<file path="config.mk">
export PLATFORM = sky130hd
export DESIGN_NAME = nsf_ctrl
export DESIGN_NICKNAME = d
export VERILOG_FILES = /design/src/design/nsf_pkg.sv /design/src/design/nsf_ctrl.sv
export SDC_FILE = /design/constraint.sdc
export NUM_CORES = 1
export LEC_CHECK = 0
export BUFFER_PORTS_ARGS = -buffer_cell sky130_fd_sc_hd__buf_4
export CAP_MARGIN = 20
export CORE_AREA = 2 2 39 41
export CTS_CLUSTER_DIAMETER = 120
export DETAILED_ROUTE_END_ITERATION = 16
export DIE_AREA = 0 0 41 43
export PLACE_DENSITY = 0.45
export SETUP_SLACK_MARGIN = 0.3
export SLEW_MARGIN = 20
export SYNTH_ARGS = -nofsm -noshare
export SYNTH_HDL_FRONTEND = slang
export SYNTH_SLANG_ARGS = --single-unit
</file>
<file path="constraint.sdc">
create_clock -name clk -period 0.99 [get_ports clk]
set_input_delay 0.099 -clock clk [delete_from_list [all_inputs] [get_ports clk]]
set_output_delay 0.099 -clock clk [all_outputs]
set_load 0.02 [all_outputs]
</file>
<file path="src/design/nsf_pkg.sv">
// ----------------------------------------------------------------------------
// nsf_pkg
// Shared constants and controller/datapath handshake types for the
// normalized spectral flux block.
// ----------------------------------------------------------------------------
`default_nettype none

package nsf_pkg;

  // defaults for the top-level parameters
  localparam int NSF_MAX_BINS   = 1024;
  localparam int NSF_POWER_BITS = 24;

  // fixed field widths
  localparam int FRAME_W   = 11;  // frame_bins register
  localparam int FLUX_W    = 48;  // unsigned Q32.16 result
  localparam int FRAC_BITS = 16;

  localparam logic [FRAME_W-1:0] FRAME_BINS_RESET = 11'd1024;

  // commands from the controller to the datapath
  typedef struct packed {
    logic load_in;   // capture the input beat, RAM read issued at pos
    logic diff_en;   // register |power - previous bin|
    logic mul_en;    // run the shared squarer
    logic mul_peak;  // squarer operand: previous peak instead of difference
    logic acc_en;    // accumulate, write back bin, advance position
    logic roll;      // frame end: running peak to previous peak, clear divider
    logic div_step;  // one restoring-division step
    logic out_load;  // load result register
  } nsf_cmd_t;

  // status from the datapath to the controller
  typedef struct packed {
    logic last;      // current bin closes the frame
    logic div_last;  // this is the final division step
    logic out_free;  // result register can take a new value
  } nsf_stat_t;

endpackage

`default_nettype wire

</file>
<file path="src/design/nsf_ctrl.sv">
// ----------------------------------------------------------------------------
// nsf_ctrl
// Sequencer: per-bin read/difference/square/accumulate, then at frame end
// the peak square, the bit-serial division and the result load.
// ----------------------------------------------------------------------------
`default_nettype none

module nsf_ctrl import nsf_pkg::*; (
  input  wire logic      clk,
  input  wire logic      rst,
  input  wire logic      in_valid,
  output logic           in_stall,
  input  wire nsf_stat_t stat,
  output nsf_cmd_t       cmd
);

  typedef enum logic [2:0] {
    S_IDLE,
    S_DIFF,
    S_SQ,
    S_ACC,
    S_ROLL,
    S_DIV,
    S_LOAD
  } state_t;

  state_t state;
  state_t state_next;

  always_comb begin
    cmd        = '0;
    state_next = state;
    in_stall   = 1'b1;
    case (state)
      S_IDLE: begin
        in_stall = 1'b0;
        if (in_valid) begin
          cmd.load_in = 1'b1;
          state_next  = S_DIFF;
        end
      end
      S_DIFF: begin
        cmd.diff_en = 1'b1;
        state_next  = S_SQ;
      end
      S_SQ: begin
        cmd.mul_en = 1'b1;
        state_next = S_ACC;
      end
      S_ACC: begin
        cmd.acc_en = 1'b1;
        state_next = stat.last ? S_ROLL : S_IDLE;
      end
      S_ROLL: begin
        cmd.mul_en   = 1'b1;
        cmd.mul_peak = 1'b1;
        cmd.roll     = 1'b1;
        state_next   = S_DIV;
      end
      S_DIV: begin
        cmd.div_step = 1'b1;
        if (stat.div_last) begin
          state_next = S_LOAD;
        end
      end
      S_LOAD: begin
        if (stat.out_free) begin
          cmd.out_load = 1'b1;
          state_next   = S_IDLE;
        end
      end
      default: begin
        state_next = S_IDLE;
      end
    endcase
  end

  always_ff @(posedge clk) begin
    if (rst) begin
      state <= S_IDLE;
    end else begin
      state <= state_next;
    end
  end

endmodule

`default_nettype wire

</file>
==> Word level (Yosys, flattened, before mapping) <==
Index checks and enable logic that the tools add are counted.
W data, S select, Z words.
{ "totals": {"regBits": 3, "output_inout_bits": 9} }
{ "classes": {"eq_ne": 9, "mux": 15, "reduce_logical": 3} }
{ "op_table": {"columns": ["operator", "count"], "rows": [
  ["$pmux W3 S7", 1],
  ["$mux W3", 4],
  ["$mux W1", 10],
  ["$eq A3 B3 Y1 const B", 3],
  ["$eq A3 B2 Y1 const B", 2],
  ["$ne A2 B2 Y1 const B", 3],
  ["$eq A3 B1 Y1 const B", 1],
  ["$logic_not A3 Y1", 1],
  ["$reduce_and A3 Y1", 1],
  ["$reduce_or A2 Y1", 1]
]} }

==> Longest topological paths before layout <==
Gate-level depths: netlist of the first run.
{ "logic_depth": {"word_depth": 3, "mapped_depth": 4, "depth_no_buf": 3} }

==> Worst setup path after synthesis of the first run <==
Ideal clock, no wire load.
{ "synth_timing": {"path_type": "register to output", "from": "register state[2]", "to": "output port cmd[4] (netlist name)", "t_arrival_ps": 1298, "setup_slack_ps": -407, "path_stages_with_launch": 4, "cell_sequence": "dfxtp_1 > buf_6 > nor3b_1 > buf_4"} }
{ "synth_rtl": {"columns": ["item", "line", "rtl"], "rows": [
  ["from (decl)", "nsf_ctrl.sv:27", "state_t state;"],
  ["from (signal assigned)", "nsf_ctrl.sv:82", "state <= state_next;"],
  ["to (decl)", "nsf_ctrl.sv:14", "output nsf_cmd_t cmd"]
]} }

==> results_dict.tcl, run 1 <==
set metrics [dict create \
    maxSlewViolCount 0 \
    syn_nets 34 \
    antenna_cells 0 \
    edff_count_synth 0 \
    power.static_leakage_nw 0.239 \
    port_buffers 14 \
    power_w 0.000719 \
    postSynthRegisterBits 3 \
    core_area_um2 1380 \
    ys_seq_area_share_pct 23.4 \
    first_global_vias 272 \
    timing_worst_setup_path_type "flip-flop to output port" \
    cts_sinks 3 \
    synth.distinct_cells 18 \
    vdd_ir_drop_max_uv 705 \
    worst-endpoint-arrival_ns 1.16 \
    timing.slew.headroom_pct 84.3 \
    clock_tree_root_driver_cell "clkbuf_4" \
    worst_slew_pin_slew_ns 0.236 \
    cts.htree.levels 1 \
    hold_path_class "input port to flip-flop" \
    routedWlPerCell_um 9.32 \
    fmax_mhz 797 \
    1st_pass_router_iterations 2 \
    standard_cell_row_count 14 \
    async_reset_ff_share_pct 0 \
    nets 59 \
    grt_max_degree 9 \
    crit_start "state[0]" \
    fin_skew_ns 0.00240 \
    seqCellArea_um2 66.3 \
    worst-r2r-cell-count 4 \
    clock_transition_at_the_registers_of_the_reported_paths_ns 0.04 \
    layout_top_registers "state x3" \
    timing.critical_path.slowest_stage_cell "or3_4" \
    critical_register_to_register_path_startpoint "state[0]" \
    failed_checks "negative setup slack" \
    fin_crit_sh_pct 127 \
    layout-drive-gt1-share_pct 80.8 \
    setup_total_negative_slack_ns -2.05 \
    design.portCount 15 \
    vias_per_cell 4.13 \
    syn-mean-instance-area_um2 9.16 \
    synthTopCellsByArea "dfxtp_1, buf_6, and3b_2" \
    series_of_cell_instances_along_the_critical_path "or3_4, nor2_4, buf_6" \
    layout-area-overhead-vs-synth_pct 112 \
    horiz_die_dim_um 41 \
    critPathLaunchType "flip-flop" \
    layout_setup_ws_ns -0.265 \
    tritoncts.num_buffers 3 \
    critical-path-top-delay-family "simple AND/OR/NAND/NOR gates" \
    die_height_um 43 \
    worstPathBufferInverterCount 1 \
    max_stage_delay_ns 0.40 \
    dp_hpwl_um 474 \
    cp_num_cells 3 \
    timing.final.setup_violations 11 \
    registers.top_by_ff_count "state" \
    dp_cells 59 \
    cts_max_path_buffers 2 \
    synthCells 28 \
    place_ws_ns -0.126 \
    floorplan.initialDensity_pct 18.5 \
    critical_path.endpoint "cmd[7]" \
    drt_iter0_markers 1 \
    gp_routability_congestion 0.747 \
    timing.final.crit_period_ns 1.25 \
    largest_register_ff_count 3 \
    post-synth-top-area-cell "dfxtp_1" \
    pwr_density_cell_nw_per_um2 1320 \
    worst_skew_pair.late_latency_ns 0.23 \
    dieArea_um2 1760 \
    grt_antenna_before_repair 0 \
    multi_input_area_um2 201 \
    overflow 0 \
    synthTopCellsByCount "buf_6, dfxtp_1, nor2_1" \
    yosysWarningCount 0 \
    grt_setup_unrepaired "true" \
    worst_ep_required_time_ns 0.89 \
    rr_endpoint "state[0]" \
    first_pass_grt_wire_length_mm 1.12 \
    synth_top_cell_area_share_pct 23.4 \
    routed_wl_um 634 \
    route.vias.total 281 \
    globalRouteTotalUtil_pct 9.34 \
    setup.reg_to_reg.worst_slack_ns -0.20 \
    outcome "finished with violations" \
    final_hold_viol_count 0 \
    remaining_drc_errors 0 \
    tritoncts "done" \
    critical_path_peak_fanout 3 \
    fillerInstances 140 \
    layoutNonFillerInstCount 68 \
    cp_endpoint_kind "output port" \
    post_synthesis_instance_area_um2 256 \
    synth_top_flop_cell "dfxtp_1" \
    route.antenna.remaining_nets 0 \
    max_cap_viols 0 \
]
[logic make-up after synthesis]
family          Yosys count  synth area share (%)
buf+inv                   6                  19.0
flops                     3                  23.4
xor+xnor                  2                  6.83
mux                       1                  3.90
compound gates            5                  18.5
simple gates             11                  28.3
[through the flow]
| step | hold WS [ns] | area, um2 | util, % |
|---|---|---|---|
| after global routing | 0.0244 | 543 | 39.2 |
| after CTS | 0.0331 | 527 | 38.1 |
| final | 0.0358 | 543 | 39.2 |
| after floorplan | 0.172 | 290 | - |
| after global placement | 0.278 | 412 | 29.7 |
| after detailed placement | 0.278 | 412 | 29.7 |
[how the worst min path moves through the flow]
| stage | endpoint | startpoint | slack [ns] | cells after the start |
|---|---|---|---|---|
| finish | state[1] | rst | 0.04 | 2 |
| global route | state[1] | rst | 0.02 | 2 |
| CTS | state[1] | rst | 0.03 | 2 |
| detailed placement | state[1] | rst | 0.28 | 2 |
| global placement | state[1] | rst | 0.28 | 2 |
| floorplan | state[1] | rst | 0.17 | 1 |
[layout by cell type, fill, tap and decap left out]
cell type  instances
a221oi_1           1
mux2i_2            1
nor2_2             1
dfxtp_2            2
xnor2_2            1
nand2b_1           1
xnor2_1            1
nor2_1             1
clkbuf_1           1
nor2_4             1
buf_4             13
a211oi_2           1
nor3b_4            1
and3b_2            2
inv_1              2
nor3_4             1
a22oi_1            1
o21bai_4           1
or3_4              1
o21ai_0            1
buf_6             11
nand2_1            1
dfxtp_4            1
nor3b_2            1
clkbuf_4           3
[routing by layer]
layer	global-route usage, %	vias to the layer above	routed length, um
met3	4.71	0	34
li1	-	143	-
met1	12.5	131	262
met5	0	-	0
met2	12.2	7	336
met4	4.00	0	0
[layout make-up]
| type | count | share of cell area, % |
|---|---|---|
| repair buffers | 24 | 40.8 |
| clock buffers | 4 | 4.84 |
| multi-input cells | 19 | 37.1 |
| flip-flops and latches | 3 | 12.2 |
| well taps | 16 | 3.69 |
| inverters | 2 | 1.38 |
[worst register-to-register path, cell delays in order (launching register included)]
cell and delay [ns]:
dfxtp_2 0.32, or3_4 0.41, buf_4 0.15, o21bai_4 0.12
a221oi_1 0.07
[where the power goes]
part           leakage [nW]  switching [W]  total, W  internal (W)
combinational         0.198       0.000158  0.000358      0.000200
sequential           0.0261      0.0000158  0.000155      0.000139
clock                0.0150      0.0000559  0.000206      0.000151
[timing repair]
item	4_1_cts	5_1_grt
endpoints found under the setup margin	12	12
hold buffers	0	0
pin swaps	6	2
buffers inserted	4	1
gates cloned	0	0
resized for setup	16	2
(Power assumes the default switching activity.)
==> run 2, diff against run 1 <==
Settings changed: PLACE_DENSITY 0.45 to 0.44, SKIP_LAST_GASP set to 1.
Clock period 0.99 ns to 1.45 ns, I/O delays scaled along.
==> run 2 against run 1 <==
- the flow now finishes without violations
- wire length decreased by 5.2%
- clock skew decreased by 0.0012 ns
- worst setup slack improved by 0.38 ns
- global-route usage decreased by 1.8 points
- power decreased by 36%
- final cell count decreased by 5.9%
- critical path depth unchanged
- design area decreased by 12%
- first-iteration DRC count increased to 4.0 times the previous value
- die area unchanged
- non-clock buffer count decreased by 4
==> results_dict.tcl, run 2 (same netlist as run 1, synthesis figures left out) <==
set metrics [dict create \
    pwr_density_cell_nw_per_um2 968 \
    overflow 0 \
    largest_register_ff_count 3 \
    layout-drive-gt1-share_pct 70.8 \
    floorplan.initialDensity_pct 18.5 \
    timing.slew.headroom_pct 84.9 \
    1st_pass_router_iterations 4 \
    drt_iter0_markers 4 \
    vias_per_cell 4.14 \
    hold_path_class "input port to flip-flop" \
    final_common_cell "buf_4" \
    gp_routability_congestion 0.662 \
    nets 55 \
    die_height_um 43 \
    cts_hold_buffers 0 \
    worst_skew_pair.late_latency_ns 0.24 \
    routed.top_layer "met4" \
    outcome "finished clean" \
    timing_worst_setup_path_type "flip-flop to output port" \
    postLayoutCoreUtil_pct 34.5 \
    worst-endpoint-arrival_ns 1.19 \
    route.antenna.remaining_nets 0 \
    core_area_um2 1380 \
    setup_total_negative_slack_ns 0 \
    postLayoutCellArea_um2 478 \
    worst_slew_pin_slew_ns 0.227 \
    fillerInstances 153 \
    route.vias.total 265 \
    antenna_cells 0 \
    route.met3.wl_um 37 \
    power_w 0.000463 \
    fin_crit_sh_pct 91.7 \
    tritoncts "done" \
    drt-met1-wl_um 233 \
    layout_setup_ws_ns 0.120 \
    timing.final.setup_violations 0 \
    horiz_die_dim_um 41 \
    clock_transition_at_the_registers_of_the_reported_paths_ns 0.04 \
    worst_ep_required_time_ns 1.31 \
    clock_tree_root_driver_cell "clkbuf_4" \
    mostFrequentLayoutCells "buf_4, buf_6, clkbuf_4, dfxtp_4" \
    cts_sinks 3 \
    tritoncts.num_buffers 3 \
    power.static_leakage_nw 0.213 \
    fmax_mhz 752 \
    registers.top_by_ff_count "state" \
    routedWlPerCell_um 9.39 \
    first_global_vias 230 \
    fin_skew_ns 0.00120 \
    routed_wl_um 601 \
    critical_path_peak_fanout 3 \
    critPathLaunchType "flip-flop" \
    place_area_um2 359 \
    remaining_drc_errors 0 \
    grt_setup_unrepaired "true" \
    standard_cell_row_count 14 \
    cts.htree.levels 1 \
    port_buffers 14 \
    max_cap_viols 0 \
    cp_endpoint_kind "output port" \
    met2_layer_wire_length_in_the_routed_design_um 314 \
    maxSlewViolCount 0 \
    first_pass_grt_wire_length_um 903 \
    vdd_ir_drop_max_uv 345 \
    setup.reg_to_reg.worst_slack_ns 0.16 \
    design.portCount 15 \
    dieArea_um2 1760 \
    final_hold_viol_count 0 \
    grt_max_degree 12 \
    globalRouteTotalUtil_pct 7.52 \
    cts_max_path_buffers 2 \
    timing.final.crit_period_ns 1.33 \
    layout-area-overhead-vs-synth_pct 86.3 \
    grt_antenna_before_repair 0 \
    place_ws_ns 0.214 \
    layout_top_registers "state x3" \
]
==> run 2: cell types whose count changed in the layout (fill, tap and decap cells not counted), sizes merged <==
cell	delta
buf	-4
==> run 2: metal layers <==
layer / vias to the layer above / track usage [%]
met2: 10 / 10.6
met1: 119 / 9.27
met4: 0 / 8.00
met3: 2 / 0
met5: - / 0
li1: 134 / -
==> run 2: layout make-up <==
class	count	area, um2	share of cell area (%)
inverter	2	7.51	1.57
sequential	3	71.3	14.9
multi-input combinational	19	176	36.9
clock buffer	4	26.3	5.50
tap	16	20.0	4.19
timing repair buffer	20	176	36.9
==> run 2: final timing paths <==
path	startpoint	cells after the start	endpoint
max	state[1]	3	cmd[7]
min	rst	2	state[1]
max reg2reg	state[1]	5	state[0]
min reg2reg	state[2]	1	state[1]
==> run 2: where the power goes <==
| group | leakage, nW | internal (W) | switching, W |
|---|---|---|---|
| clock | 0.0150 | 0.000103 | 0.0000486 |
| combinational | 0.171 | 0.000112 | 0.0000988 |
| sequential | 0.0267 | 0.0000929 | 0.00000625 |
==> run 2: timing repair <==
action                                  in CTS  in global routing
gates resized for setup                     10                  5
pin swaps                                    1                  0
buffers inserted                             3                  3
endpoints found under the setup margin      11                 11
cloned                                       0                  0
==> run 2: critical path: stages (launching register included) <==
cell and delay, ns:
dfxtp_4 0.33, or3_4 0.41, nor2_4 0.09, buf_6 0.12
==> run 2: through the flow <==
stage	cells	hold slack [ns]
2_1_floorplan	28	0.218
3_3_place_gp	54	0.327
6_report	64	0.0649
4_1_cts	61	0.0588
3_5_place_dp	54	0.322
5_1_grt	64	0.0660
